`src/design/spcg_pkg.sv`:
```
// Package for the sine plasma cell generator.
// Holds the screen geometry, register index codes and the sine table.
// No dependencies; imported by sine_plasma_cell_generator_top.
package spcg_pkg;

  // Screen geometry: the cell at (SCREEN_COLS-1, SCREEN_ROWS-1) closes a frame
  localparam int unsigned SCREEN_COLS = 80;
  localparam int unsigned SCREEN_ROWS = 25;

  localparam int unsigned COL_W   = 7;
  localparam int unsigned ROW_W   = 5;
  localparam int unsigned PH_W    = 8;
  localparam int unsigned IDX_W   = 8;
  localparam int unsigned IN_TDATA_W  = 16;
  localparam int unsigned OUT_TDATA_W = 8;
  localparam int unsigned CFG_ADDR_W  = 4;
  localparam int unsigned CFG_DATA_W  = 8;

  typedef logic [PH_W-1:0] phase_t;

  typedef enum logic [CFG_ADDR_W-1:0] {
    REG_ROW_STEP_A  = 4'd0,
    REG_ROW_STEP_B  = 4'd1,
    REG_COL_STEP_A  = 4'd2,
    REG_COL_STEP_B  = 4'd3,
    REG_SPEED_ROW_A = 4'd4,
    REG_SPEED_ROW_B = 4'd5,
    REG_SPEED_COL_A = 4'd6,
    REG_SPEED_COL_B = 4'd7
  } cfg_reg_t;

  localparam phase_t RST_ROW_STEP_A  = 8'd4;
  localparam phase_t RST_ROW_STEP_B  = 8'd9;
  localparam phase_t RST_COL_STEP_A  = 8'd3;
  localparam phase_t RST_COL_STEP_B  = 8'd7;
  localparam phase_t RST_SPEED_ROW_A = 8'd3;
  localparam phase_t RST_SPEED_ROW_B = 8'd251;
  localparam phase_t RST_SPEED_COL_A = 8'd2;
  localparam phase_t RST_SPEED_COL_B = 8'd253;

  // One full period of sine, offset to 0x80, descending first
  localparam logic [IDX_W-1:0] SIN_ROM [256] = '{
    8'h80, 8'h7d, 8'h7a, 8'h77, 8'h74, 8'h70, 8'h6d, 8'h6a, 8'h67, 8'h64, 8'h61, 8'h5e,
    8'h5b, 8'h58, 8'h55, 8'h52, 8'h4f, 8'h4d, 8'h4a, 8'h47, 8'h44, 8'h41, 8'h3f, 8'h3c,
    8'h39, 8'h37, 8'h34, 8'h32, 8'h2f, 8'h2d, 8'h2b, 8'h28, 8'h26, 8'h24, 8'h22, 8'h20,
    8'h1e, 8'h1c, 8'h1a, 8'h18, 8'h16, 8'h15, 8'h13, 8'h11, 8'h10, 8'h0f, 8'h0d, 8'h0c,
    8'h0b, 8'h0a, 8'h08, 8'h07, 8'h06, 8'h06, 8'h05, 8'h04, 8'h03, 8'h03, 8'h02, 8'h02,
    8'h02, 8'h01, 8'h01, 8'h01, 8'h01, 8'h01, 8'h01, 8'h01, 8'h02, 8'h02, 8'h02, 8'h03,
    8'h03, 8'h04, 8'h05, 8'h06, 8'h06, 8'h07, 8'h08, 8'h0a, 8'h0b, 8'h0c, 8'h0d, 8'h0f,
    8'h10, 8'h11, 8'h13, 8'h15, 8'h16, 8'h18, 8'h1a, 8'h1c, 8'h1e, 8'h20, 8'h22, 8'h24,
    8'h26, 8'h28, 8'h2b, 8'h2d, 8'h2f, 8'h32, 8'h34, 8'h37, 8'h39, 8'h3c, 8'h3f, 8'h41,
    8'h44, 8'h47, 8'h4a, 8'h4d, 8'h4f, 8'h52, 8'h55, 8'h58, 8'h5b, 8'h5e, 8'h61, 8'h64,
    8'h67, 8'h6a, 8'h6d, 8'h70, 8'h74, 8'h77, 8'h7a, 8'h7d, 8'h80, 8'h83, 8'h86, 8'h89,
    8'h8c, 8'h90, 8'h93, 8'h96, 8'h99, 8'h9c, 8'h9f, 8'ha2, 8'ha5, 8'ha8, 8'hab, 8'hae,
    8'hb1, 8'hb3, 8'hb6, 8'hb9, 8'hbc, 8'hbf, 8'hc1, 8'hc4, 8'hc7, 8'hc9, 8'hcc, 8'hce,
    8'hd1, 8'hd3, 8'hd5, 8'hd8, 8'hda, 8'hdc, 8'hde, 8'he0, 8'he2, 8'he4, 8'he6, 8'he8,
    8'hea, 8'heb, 8'hed, 8'hef, 8'hf0, 8'hf1, 8'hf3, 8'hf4, 8'hf5, 8'hf6, 8'hf8, 8'hf9,
    8'hfa, 8'hfa, 8'hfb, 8'hfc, 8'hfd, 8'hfd, 8'hfe, 8'hfe, 8'hfe, 8'hff, 8'hff, 8'hff,
    8'hff, 8'hff, 8'hff, 8'hff, 8'hfe, 8'hfe, 8'hfe, 8'hfd, 8'hfd, 8'hfc, 8'hfb, 8'hfa,
    8'hfa, 8'hf9, 8'hf8, 8'hf6, 8'hf5, 8'hf4, 8'hf3, 8'hf1, 8'hf0, 8'hef, 8'hed, 8'heb,
    8'hea, 8'he8, 8'he6, 8'he4, 8'he2, 8'he0, 8'hde, 8'hdc, 8'hda, 8'hd8, 8'hd5, 8'hd3,
    8'hd1, 8'hce, 8'hcc, 8'hc9, 8'hc7, 8'hc4, 8'hc1, 8'hbf, 8'hbc, 8'hb9, 8'hb6, 8'hb3,
    8'hb1, 8'hae, 8'hab, 8'ha8, 8'ha5, 8'ha2, 8'h9f, 8'h9c, 8'h99, 8'h96, 8'h93, 8'h90,
    8'h8c, 8'h89, 8'h86, 8'h83
  };

endpackage

```
`src/design/sine_plasma_cell_generator_top.sv`:
```
// Sine plasma cell generator, top level.
// Two register stages: table addresses, then sine lookups summed into the output.
// Depends on spcg_pkg (geometry, register codes, sine table).
//
//  channel | dir | handshake          | payload
//  --------+-----+--------------------+--------------------------------------------
//  in      | in  | in_tvalid/tready   | in_tdata: cell_col[6:0], cell_row[11:7], 0
//  out     | out | out_tvalid/tready  | out_tdata: char_index[7:0]; out_tlast
//  cfg     | in  | cfg_we             | cfg_addr (register index), cfg_wdata
//
// One item per clock sustained while out_tready stays high.
// Stage 1 holds the four table addresses (phase + position * step); stage 2 holds
// the sum of the four sine lookups. Each stage advances when it is empty or the
// stage after it moves, so a full pipeline stalls only while out_tready is low.
// rst_n (synchronous, active low) empties both stages, zeroes the four phases and
// loads the register reset values. Phases advance when the last cell is accepted.
module sine_plasma_cell_generator_top (
  input  logic                                clk,
  input  logic                                rst_n,
  input  logic                                in_tvalid,
  output logic                                in_tready,
  input  logic [spcg_pkg::IN_TDATA_W-1:0]     in_tdata,   // cell_col[6:0], cell_row[11:7]
  output logic                                out_tvalid,
  input  logic                                out_tready,
  output logic [spcg_pkg::OUT_TDATA_W-1:0]    out_tdata,  // char_index[7:0]
  output logic                                out_tlast,  // frame_last
  input  logic                                cfg_we,
  input  logic [spcg_pkg::CFG_ADDR_W-1:0]     cfg_addr,
  input  logic [spcg_pkg::CFG_DATA_W-1:0]     cfg_wdata
);
  import spcg_pkg::*;

  // Configuration registers
  phase_t row_step_a_r, row_step_b_r, col_step_a_r, col_step_b_r;
  phase_t speed_ra_r, speed_rb_r, speed_ca_r, speed_cb_r;

  // Frame phases
  phase_t phase_ra_r, phase_rb_r, phase_ca_r, phase_cb_r;

  // Stage 1: table addresses
  logic   s1_valid_r;
  logic   s1_last_r;
  phase_t addr_ra_r, addr_rb_r, addr_ca_r, addr_cb_r;

  // Stage 2: output register
  logic             out_valid_r;
  logic             out_last_r;
  logic [IDX_W-1:0] out_index_r;

  logic [COL_W-1:0] cell_col;
  logic [ROW_W-1:0] cell_row;
  phase_t           col_ext, row_ext;
  logic             cell_last;
  logic             in_fire;
  logic             adv1, adv2;
  phase_t           addr_ra_nxt, addr_rb_nxt, addr_ca_nxt, addr_cb_nxt;
  logic [IDX_W-1:0] out_index_nxt;

  assign cell_col = in_tdata[COL_W-1:0];
  assign cell_row = in_tdata[COL_W+ROW_W-1:COL_W];
  assign col_ext  = {{(PH_W-COL_W){1'b0}}, cell_col};
  assign row_ext  = {{(PH_W-ROW_W){1'b0}}, cell_row};

  // Only the exact last position closes a frame; off-screen cells never do
  assign cell_last = (col_ext == PH_W'(SCREEN_COLS - 1)) &&
                     (row_ext == PH_W'(SCREEN_ROWS - 1));

  // Pipeline flow: each stage moves when empty or when downstream moves
  assign adv2      = !out_valid_r || out_tready;
  assign adv1      = !s1_valid_r || adv2;
  assign in_tready = adv1;
  assign in_fire   = in_tvalid && in_tready;

  // Products wrap mod 256 like the address itself
  assign addr_ra_nxt = phase_ra_r + PH_W'(row_ext * row_step_a_r);
  assign addr_rb_nxt = phase_rb_r + PH_W'(row_ext * row_step_b_r);
  assign addr_ca_nxt = phase_ca_r + PH_W'(col_ext * col_step_a_r);
  assign addr_cb_nxt = phase_cb_r + PH_W'(col_ext * col_step_b_r);

  assign out_index_nxt = SIN_ROM[addr_ra_r] + SIN_ROM[addr_rb_r] +
                         SIN_ROM[addr_ca_r] + SIN_ROM[addr_cb_r];

  // Configuration writes; indexes past the list are dropped
  always_ff @(posedge clk) begin
    if (!rst_n) begin
      row_step_a_r <= RST_ROW_STEP_A;
      row_step_b_r <= RST_ROW_STEP_B;
      col_step_a_r <= RST_COL_STEP_A;
      col_step_b_r <= RST_COL_STEP_B;
      speed_ra_r   <= RST_SPEED_ROW_A;
      speed_rb_r   <= RST_SPEED_ROW_B;
      speed_ca_r   <= RST_SPEED_COL_A;
      speed_cb_r   <= RST_SPEED_COL_B;
    end else if (cfg_we) begin
      unique case (cfg_addr)
        REG_ROW_STEP_A:  row_step_a_r <= cfg_wdata;
        REG_ROW_STEP_B:  row_step_b_r <= cfg_wdata;
        REG_COL_STEP_A:  col_step_a_r <= cfg_wdata;
        REG_COL_STEP_B:  col_step_b_r <= cfg_wdata;
        REG_SPEED_ROW_A: speed_ra_r   <= cfg_wdata;
        REG_SPEED_ROW_B: speed_rb_r   <= cfg_wdata;
        REG_SPEED_COL_A: speed_ca_r   <= cfg_wdata;
        REG_SPEED_COL_B: speed_cb_r   <= cfg_wdata;
        default: ;
      endcase
    end
  end

  // Phases step at the edge that takes the last cell; the last cell itself has
  // already sampled the old phases into its addresses.
  always_ff @(posedge clk) begin
    if (!rst_n) begin
      phase_ra_r <= '0;
      phase_rb_r <= '0;
      phase_ca_r <= '0;
      phase_cb_r <= '0;
    end else if (in_fire && cell_last) begin
      phase_ra_r <= phase_ra_r + speed_ra_r;
      phase_rb_r <= phase_rb_r + speed_rb_r;
      phase_ca_r <= phase_ca_r + speed_ca_r;
      phase_cb_r <= phase_cb_r + speed_cb_r;
    end
  end

  // Stage 1
  always_ff @(posedge clk) begin
    if (!rst_n) begin
      s1_valid_r <= 1'b0;
    end else if (adv1) begin
      s1_valid_r <= in_tvalid;
    end
  end

  always_ff @(posedge clk) begin
    if (in_fire) begin
      s1_last_r <= cell_last;
      addr_ra_r <= addr_ra_nxt;
      addr_rb_r <= addr_rb_nxt;
      addr_ca_r <= addr_ca_nxt;
      addr_cb_r <= addr_cb_nxt;
    end
  end

  // Stage 2: output register
  always_ff @(posedge clk) begin
    if (!rst_n) begin
      out_valid_r <= 1'b0;
    end else if (adv2) begin
      out_valid_r <= s1_valid_r;
    end
  end

  always_ff @(posedge clk) begin
    if (adv2 && s1_valid_r) begin
      out_index_r <= out_index_nxt;
      out_last_r  <= s1_last_r;
    end
  end

  assign out_tvalid = out_valid_r;
  assign out_tdata  = out_index_r;
  assign out_tlast  = out_last_r;

  // Phases move only on an accepted last cell (checked on phase_ra_r and phase_cb_r)
  a_phase_hold: assert property (@(posedge clk) disable iff (!rst_n)
    !(in_fire && cell_last) |=> $stable(phase_ra_r) && $stable(phase_cb_r))
    else $error("phase changed without a last cell");

  // Input back-pressure only when both stages are full and the output stalls
  a_stall_cause: assert property (@(posedge clk) disable iff (!rst_n)
    !in_tready |-> (s1_valid_r && out_valid_r && !out_tready))
    else $error("input stalled with room in the pipeline");

  // A new result can only come from a filled stage 1
  a_out_source: assert property (@(posedge clk) disable iff (!rst_n)
    $rose(out_valid_r) |-> $past(s1_valid_r))
    else $error("output valid without a stage 1 item");

endmodule

```
`config.mk`:
```
export PLATFORM = sky130hd
export DESIGN_NAME = sine_plasma_cell_generator_top
export DESIGN_NICKNAME = d
export VERILOG_FILES = /design/src/design/spcg_pkg.sv /design/src/design/sine_plasma_cell_generator_top.sv
export SDC_FILE = /design/constraint.sdc
export NUM_CORES = 1
export LEC_CHECK = 0
export BUFFER_PORTS_ARGS = -buffer_cell sky130_fd_sc_hd__clkbuf_2
export CORE_MARGIN = 2
export CORE_UTILIZATION = 45
export DETAILED_ROUTE_END_ITERATION = 16
export PLACE_DENSITY = 0.73
export SKIP_LAST_GASP = 1
export SYNTH_ARGS = -nofsm -noshare
export SYNTH_HDL_FRONTEND = slang
export SYNTH_SLANG_ARGS = --single-unit
```
`constraint.sdc`:
```
create_clock -name clk -period 7.5 [get_ports clk]
set_clock_uncertainty 0.15 [all_clocks]
set_input_delay 1.125 -clock clk [delete_from_list [all_inputs] [get_ports clk]]
set_output_delay 1.125 -clock clk [all_outputs]
set_load 0.1 [all_outputs]
```
==> results.json, run 1 <==
{
  "drive_above_1_share_pct": 6.63,
  "drv_cap": 0,
  "clock_sink_count": 140,
  "cts_tree": "built",
  "crit_buf_inv": 1,
  "die_w_microns": 205,
  "cpPeakStageDelay_ns": 0.67,
  "rsz0062_at_grt": "false",
  "drc": 0,
  "dieArea_sq_um": 42200,
  "setup_tns_ns": 0,
  "synth_edf_count": 42,
  "start_util_pct": 45.8,
  "layout.nets": 2456,
  "core_area_sq_um": 39900,
  "port_buffers": 39,
  "cp_slowest_cell": "edfxtp_1",
  "dr_total_vias": 16740,
  "synth_area_sq_um": 18300,
  "postCtsResizedCells": 0,
  "worstHoldPathType": "reg -> reg",
  "fin_crit_sh_pct": 79.2,
  "die_y_microns": 205,
  "relSlewSlack_pct": 34.7,
  "path_depth": 16,
  "std_cell_rows": 73,
  "first_global_vias": 15942,
  "critPathArrivalTime_ns": 5.96,
  "drt_iter0_drc": 2049,
  "ys_ff_latch": 140,
  "fillers": 3776,
  "synth-main-ff-cell": "dfxtp_1",
  "worstSetupPathType": "reg -> reg",
  "ys_seq_area_share_pct": 17.6,
  "worstPathMaxFanout": 17,
  "synth.top_cells.by_count": "nand2_1 (256), inv_1 (161), o21ai_0 (154)",
  "period_needed_ns": 5.94,
  "fin_ws_ns": 1.56,
  "hold_buffers": 0,
  "cp-end-kind": "flip-flop",
  "cp_top_family": "adder cells",
  "power_density_nw_per_um2": 230,
  "gp_congestion": 0.970,
  "holdPathStages": 2,
  "yosysMostFrequentCell": "nand2_1",
  "hold_violations": 0,
  "path_common_cell": "fa_1",
  "insertion_delay_ns": 0.44,
  "drt_first_pass_iters": 6,
  "h-tree-depth": 4,
  "worst_pin_slew_ns": 0.977,
  "rr_worst_depth": 16,
  "outcome": "complete, no violations",
  "vias_per_cell": 6.10,
  "leakage_nw": 7.68,
  "track_usage_pct": 22.9,
  "ys_types": 87,
  "pre_cts_ws_ns": 1.61,
  "cts_buffer_depth": 2,
  "grt_max_degree": 81,
  "peakVddDrop_v": 0.000289,
  "antenna_found_initial": 1,
  "hpwl_microns": 34200,
  "worstPathRequired_ns": 7.52,
  "ant_nets": 0,
  "slew_viol_final": 0,
  "startpoint_type": "flip-flop",
  "synthArstFlopShare_pct": 0,
  "area_delta_synth_final_pct": 4.17,
  "synth_top_cell_area_share_pct": 10.7,
  "finalSetupViolations": 0,
  "synth_area_leader_cell": "dfxtp_1",
  "fmax_ghz": 0.168,
  "ios": 44,
  "avgSynthCellArea_sq_um": 7.91,
  "cts-buffers-inserted": 17,
  "postCtsSetupBuffers": 0,
  "grt_pass1_wl_microns": 79800,
  "path_cells": "inv_1 -> ha_1 -> nor2b_1 -> o21ai_0 -> o311ai_0 -> o41ai_1 -> a221oi_1 -> fa_1 -> fa_1 -> ha_1 -> fa_1 -> a21o_1 -> a21oi_1 -> o21bai_1 -> a21oi_1 -> xnor2_1",
  "synthTopCellsByArea": "dfxtp_1 (11%), fa_1 (9.6%), ha_1 (9.0%)",
  "clkTransAtPathRegs_ns": 0.07,
  "synth_warnings": 0,
  "overflow": 0,
  "syn-num-nets": 2561,
  "cts_root_buffer": "clkbuf_16",
  "netlist_instances": 2309,
  "holdWs_ns": 0.329,
  "wl_microns": 48200,
  "wl_per_cell_microns": 17.6
}
## final timing paths
path                 startpoint             to  slack [ns]
hold reg to reg   phase_ra_r[4]  phase_ra_r[4]        0.33
hold / removal    phase_ra_r[4]  phase_ra_r[4]        0.33
setup reg to reg   addr_ra_r[0]   out_tdata[7]        1.56
setup / recovery   addr_ra_r[0]   out_tdata[7]        1.56
## power by group
group | switching, mW | leakage [nW] | internal (mW)
registers | 0.108 | 1.20 | 0.931
logic | 1.48 | 6.17 | 0.978
clock network | 0.393 | 0.306 | 0.497
## cell usage in the layout, fill, tap and decap left out, types with 14 or more instances in the layout
cell type / n
nor2_1: 122
nand3_1: 51
nor3_1: 37
nand3b_1: 15
and2_1: 75
nand2b_1: 48
a211o_1: 14
edfxtp_1: 42
ha_1: 131
dfxtp_1: 98
clkbuf_16: 18
mux4_2: 19
mux2i_1: 74
o211ai_1: 39
buf_4: 28
fa_1: 88
o31ai_1: 14
clkbuf_2: 38
o311ai_0: 15
xor2_1: 21
o21ai_0: 154
a21boi_0: 36
inv_1: 161
nor2b_1: 82
a21oi_1: 149
nand2_1: 256
xnor2_1: 74
a211oi_1: 32
nor3b_1: 21
a21o_1: 20
a31oi_1: 25
## worst min-delay path, cell delays in order (launching register included)
cell      delay (ns)
dfxtp_1         0.33
nand2_1         0.06
a21boi_1        0.05
## cell families after synthesis
family	Yosys count	synth area share [%]
fa+ha+maj	219	18.6
buf+inv	355	8.42
mux	98	6.70
simple gates	757	20.6
compound gates	645	23.5
flops	140	17.6
xor+xnor	95	4.55
## through the flow
stage          instances  total power, mW  instance area (sq um)  util [%]
3_3_place_gp        2710             3.44                  18400      46.1
5_1_grt             2742             4.71                  19000      47.7
2_1_floorplan       2309             2.99                  18300         -
4_1_cts             2742             4.38                  19000      47.7
6_report            2743             4.38                  19000      47.7
3_5_place_dp        2710             3.49                  18400      46.1
## routing by layer
layer  vias to the layer above  wire (microns)  GRT usage, %
met5                         -               0             0
met4                         0            1580          8.58
met3                       116            3810          4.12
met2                       802           21900          36.4
met1                      7902           20900          30.9
li1                       7920               -             -
## cell type report
type	instances	area, sq um	share of cell area, %
diodes	1	2.50	0.0131
clock buffers	18	450	2.37
clock inverters	14	168	0.881
inverters	164	616	3.23
multi-input cells	1814	13500	71.0
flip-flops and latches	140	3220	16.9
well taps	525	657	3.45
repair buffers	67	405	2.13
No activity file was read; power rests on OpenSTA's default activity.
==> inputs of run 2 (changes only) <==
- PLACE_DENSITY: 0.73 -> 0.75
- clock period: 7.5 -> 5.4 ns (I/O delays scaled with it)
==> run 2 against run 1 <==
Setup slack got worse by 1.3 ns. Core utilization increased by 0.78 points. Clock power increased by 28%. Critical endpoint unchanged.
==> results.json, run 2 (synthesis results as in run 1) <==
{
  "outcome": "complete, no violations",
  "layout_common_cells": "nand2_1 (256), inv_1 (161), o21ai_0 (154), a21oi_1 (149), ha_1 (131)",
  "leakage_nw": 7.87,
  "wl_per_cell_microns": 17.9,
  "drt_iter0_drc": 1781,
  "hold_end": "phase_ca_r[4]",
  "hpwl_microns": 36100,
  "holdPathStages": 2,
  "setup_tns_ns": 0,
  "pre_cts_ws_ns": 0.256,
  "worst_pin_slew_ns": 0.914,
  "first_global_vias": 15925,
  "power_density_nw_per_um2": 313,
  "h-tree-depth": 4,
  "postCtsSetupBuffers": 0,
  "dr_total_vias": 16869,
  "cts_root_buffer": "clkbuf_16",
  "critPathArrivalTime_ns": 5.17,
  "peakVddDrop_v": 0.000303,
  "wl_microns": 49700,
  "core_area_sq_um": 39900,
  "fillers": 3742,
  "drc": 0,
  "rr_worst_depth": 17,
  "overflow": 0,
  "rsz0062_at_grt": "false",
  "clkTransAtPathRegs_ns": 0.06,
  "grt_max_degree": 77,
  "finalSetupViolations": 0,
  "hold_start": "phase_ca_r[4]",
  "dieArea_sq_um": 42200,
  "final_core_util_pct": 48.5,
  "slew_viol_final": 0,
  "r2r_start": "addr_ca_r[1]",
  "cts-buffers-inserted": 17,
  "die_w_microns": 205,
  "fin_ws_ns": 0.245,
  "cts_tree": "built",
  "reg2reg_slack_ns": 0.24,
  "insertion_delay_ns": 0.44,
  "start_util_pct": 45.8,
  "diodes": 0,
  "ant_nets": 0,
  "vias_per_cell": 6.06,
  "clock_sink_count": 140,
  "worstPathRequired_ns": 5.42,
  "hold_buffers": 0,
  "worstHoldPathType": "reg -> reg",
  "worstSetupPathType": "reg -> reg",
  "die_y_microns": 205,
  "drv_cap": 0,
  "track_usage_pct": 23.5,
  "postCtsResizedCells": 0,
  "dp.cells": 2752,
  "layout.nets": 2498,
  "timing.rr.end": "out_tdata[7]",
  "cts_buffer_depth": 2,
  "antenna_found_initial": 1,
  "relSlewSlack_pct": 38.9,
  "worstPathMaxFanout": 15,
  "area_delta_synth_final_pct": 5.88,
  "ios": 44,
  "fin_cells": 2784,
  "port_buffers": 39,
  "drt_first_pass_iters": 6,
  "grt_pass1_wl_microns": 81600,
  "drive_above_1_share_pct": 8.37,
  "hold_violations": 0,
  "layout_commonest_cell": "nand2_1",
  "std_cell_rows": 73,
  "gp_congestion": 0.960,
  "startpoint_type": "flip-flop",
  "cp-end-kind": "flip-flop",
  "fmax_ghz": 0.194,
  "period_needed_ns": 5.16,
  "fin_crit_sh_pct": 95.5
}
run 2: cell type report:
cell class	count	area (sq um)	share of cell area, %
Multi-Input combinational cell	1814	13500	69.8
Sequential cell	140	3220	16.7
Timing Repair Buffer	109	771	3.98
Tap cell	525	657	3.40
Inverter	164	616	3.18
Clock buffer	18	439	2.27
Clock inverter	14	128	0.660
run 2: metrics by stage:
stage	hold WS, ns	total power, mW	instance area (sq um)
after floorplan	0.250	4.15	18300
after global placement	0.308	4.82	18800
after detailed placement	0.318	4.89	18800
after CTS	0.336	6.04	19300
after global routing	0.352	6.52	19300
final	0.335	6.05	19300
run 2: how the worst max path moves through the flow:
stage	startpoint	to	slack, ns
6_report	addr_ca_r[1]	out_tdata[7]	0.24
5_1_grt	addr_ca_r[1]	out_tdata[7]	0.01
4_1_cts	addr_ra_r[0]	out_tdata[7]	0.25
3_5_place_dp	addr_ra_r[0]	out_tdata[7]	0.26
3_3_place_gp	addr_ca_r[1]	out_tdata[7]	0.35
2_1_floorplan	addr_ca_r[1]	out_tdata[7]	0.33
run 2: critical path, stage by stage (launching register included):
cell      delay (ns)
edfxtp_1        0.35
buf_4           0.24
ha_1            0.56
xor2_1          0.12
mux4_2          0.47
o21ai_0         0.23
a211oi_1        0.12
a31oi_1         0.19
buf_4           0.17
fa_1            0.41
fa_1            0.45
ha_1            0.23
fa_1            0.46
a21o_1          0.17
a21oi_1         0.21
o21bai_1        0.09
a21oi_1         0.17
xnor2_1         0.10
run 2: metal layers:
metal  share of wire (%)  wire length [microns]  GRT usage, %
met1                  44                  22100          32.7
met2                  46                  22900          38.1
met3                 7.1                   3520          3.25
met4                 2.3                   1140          6.50
met5                   0                      0             0
run 2: power by group:
part | internal (mW) | switching [mW] | leakage (nW) | total, mW
registers | 1.30 | 0.128 | 1.20 | 1.42
clock network | 0.618 | 0.524 | 0.279 | 1.14
logic | 1.41 | 2.07 | 6.39 | 3.48
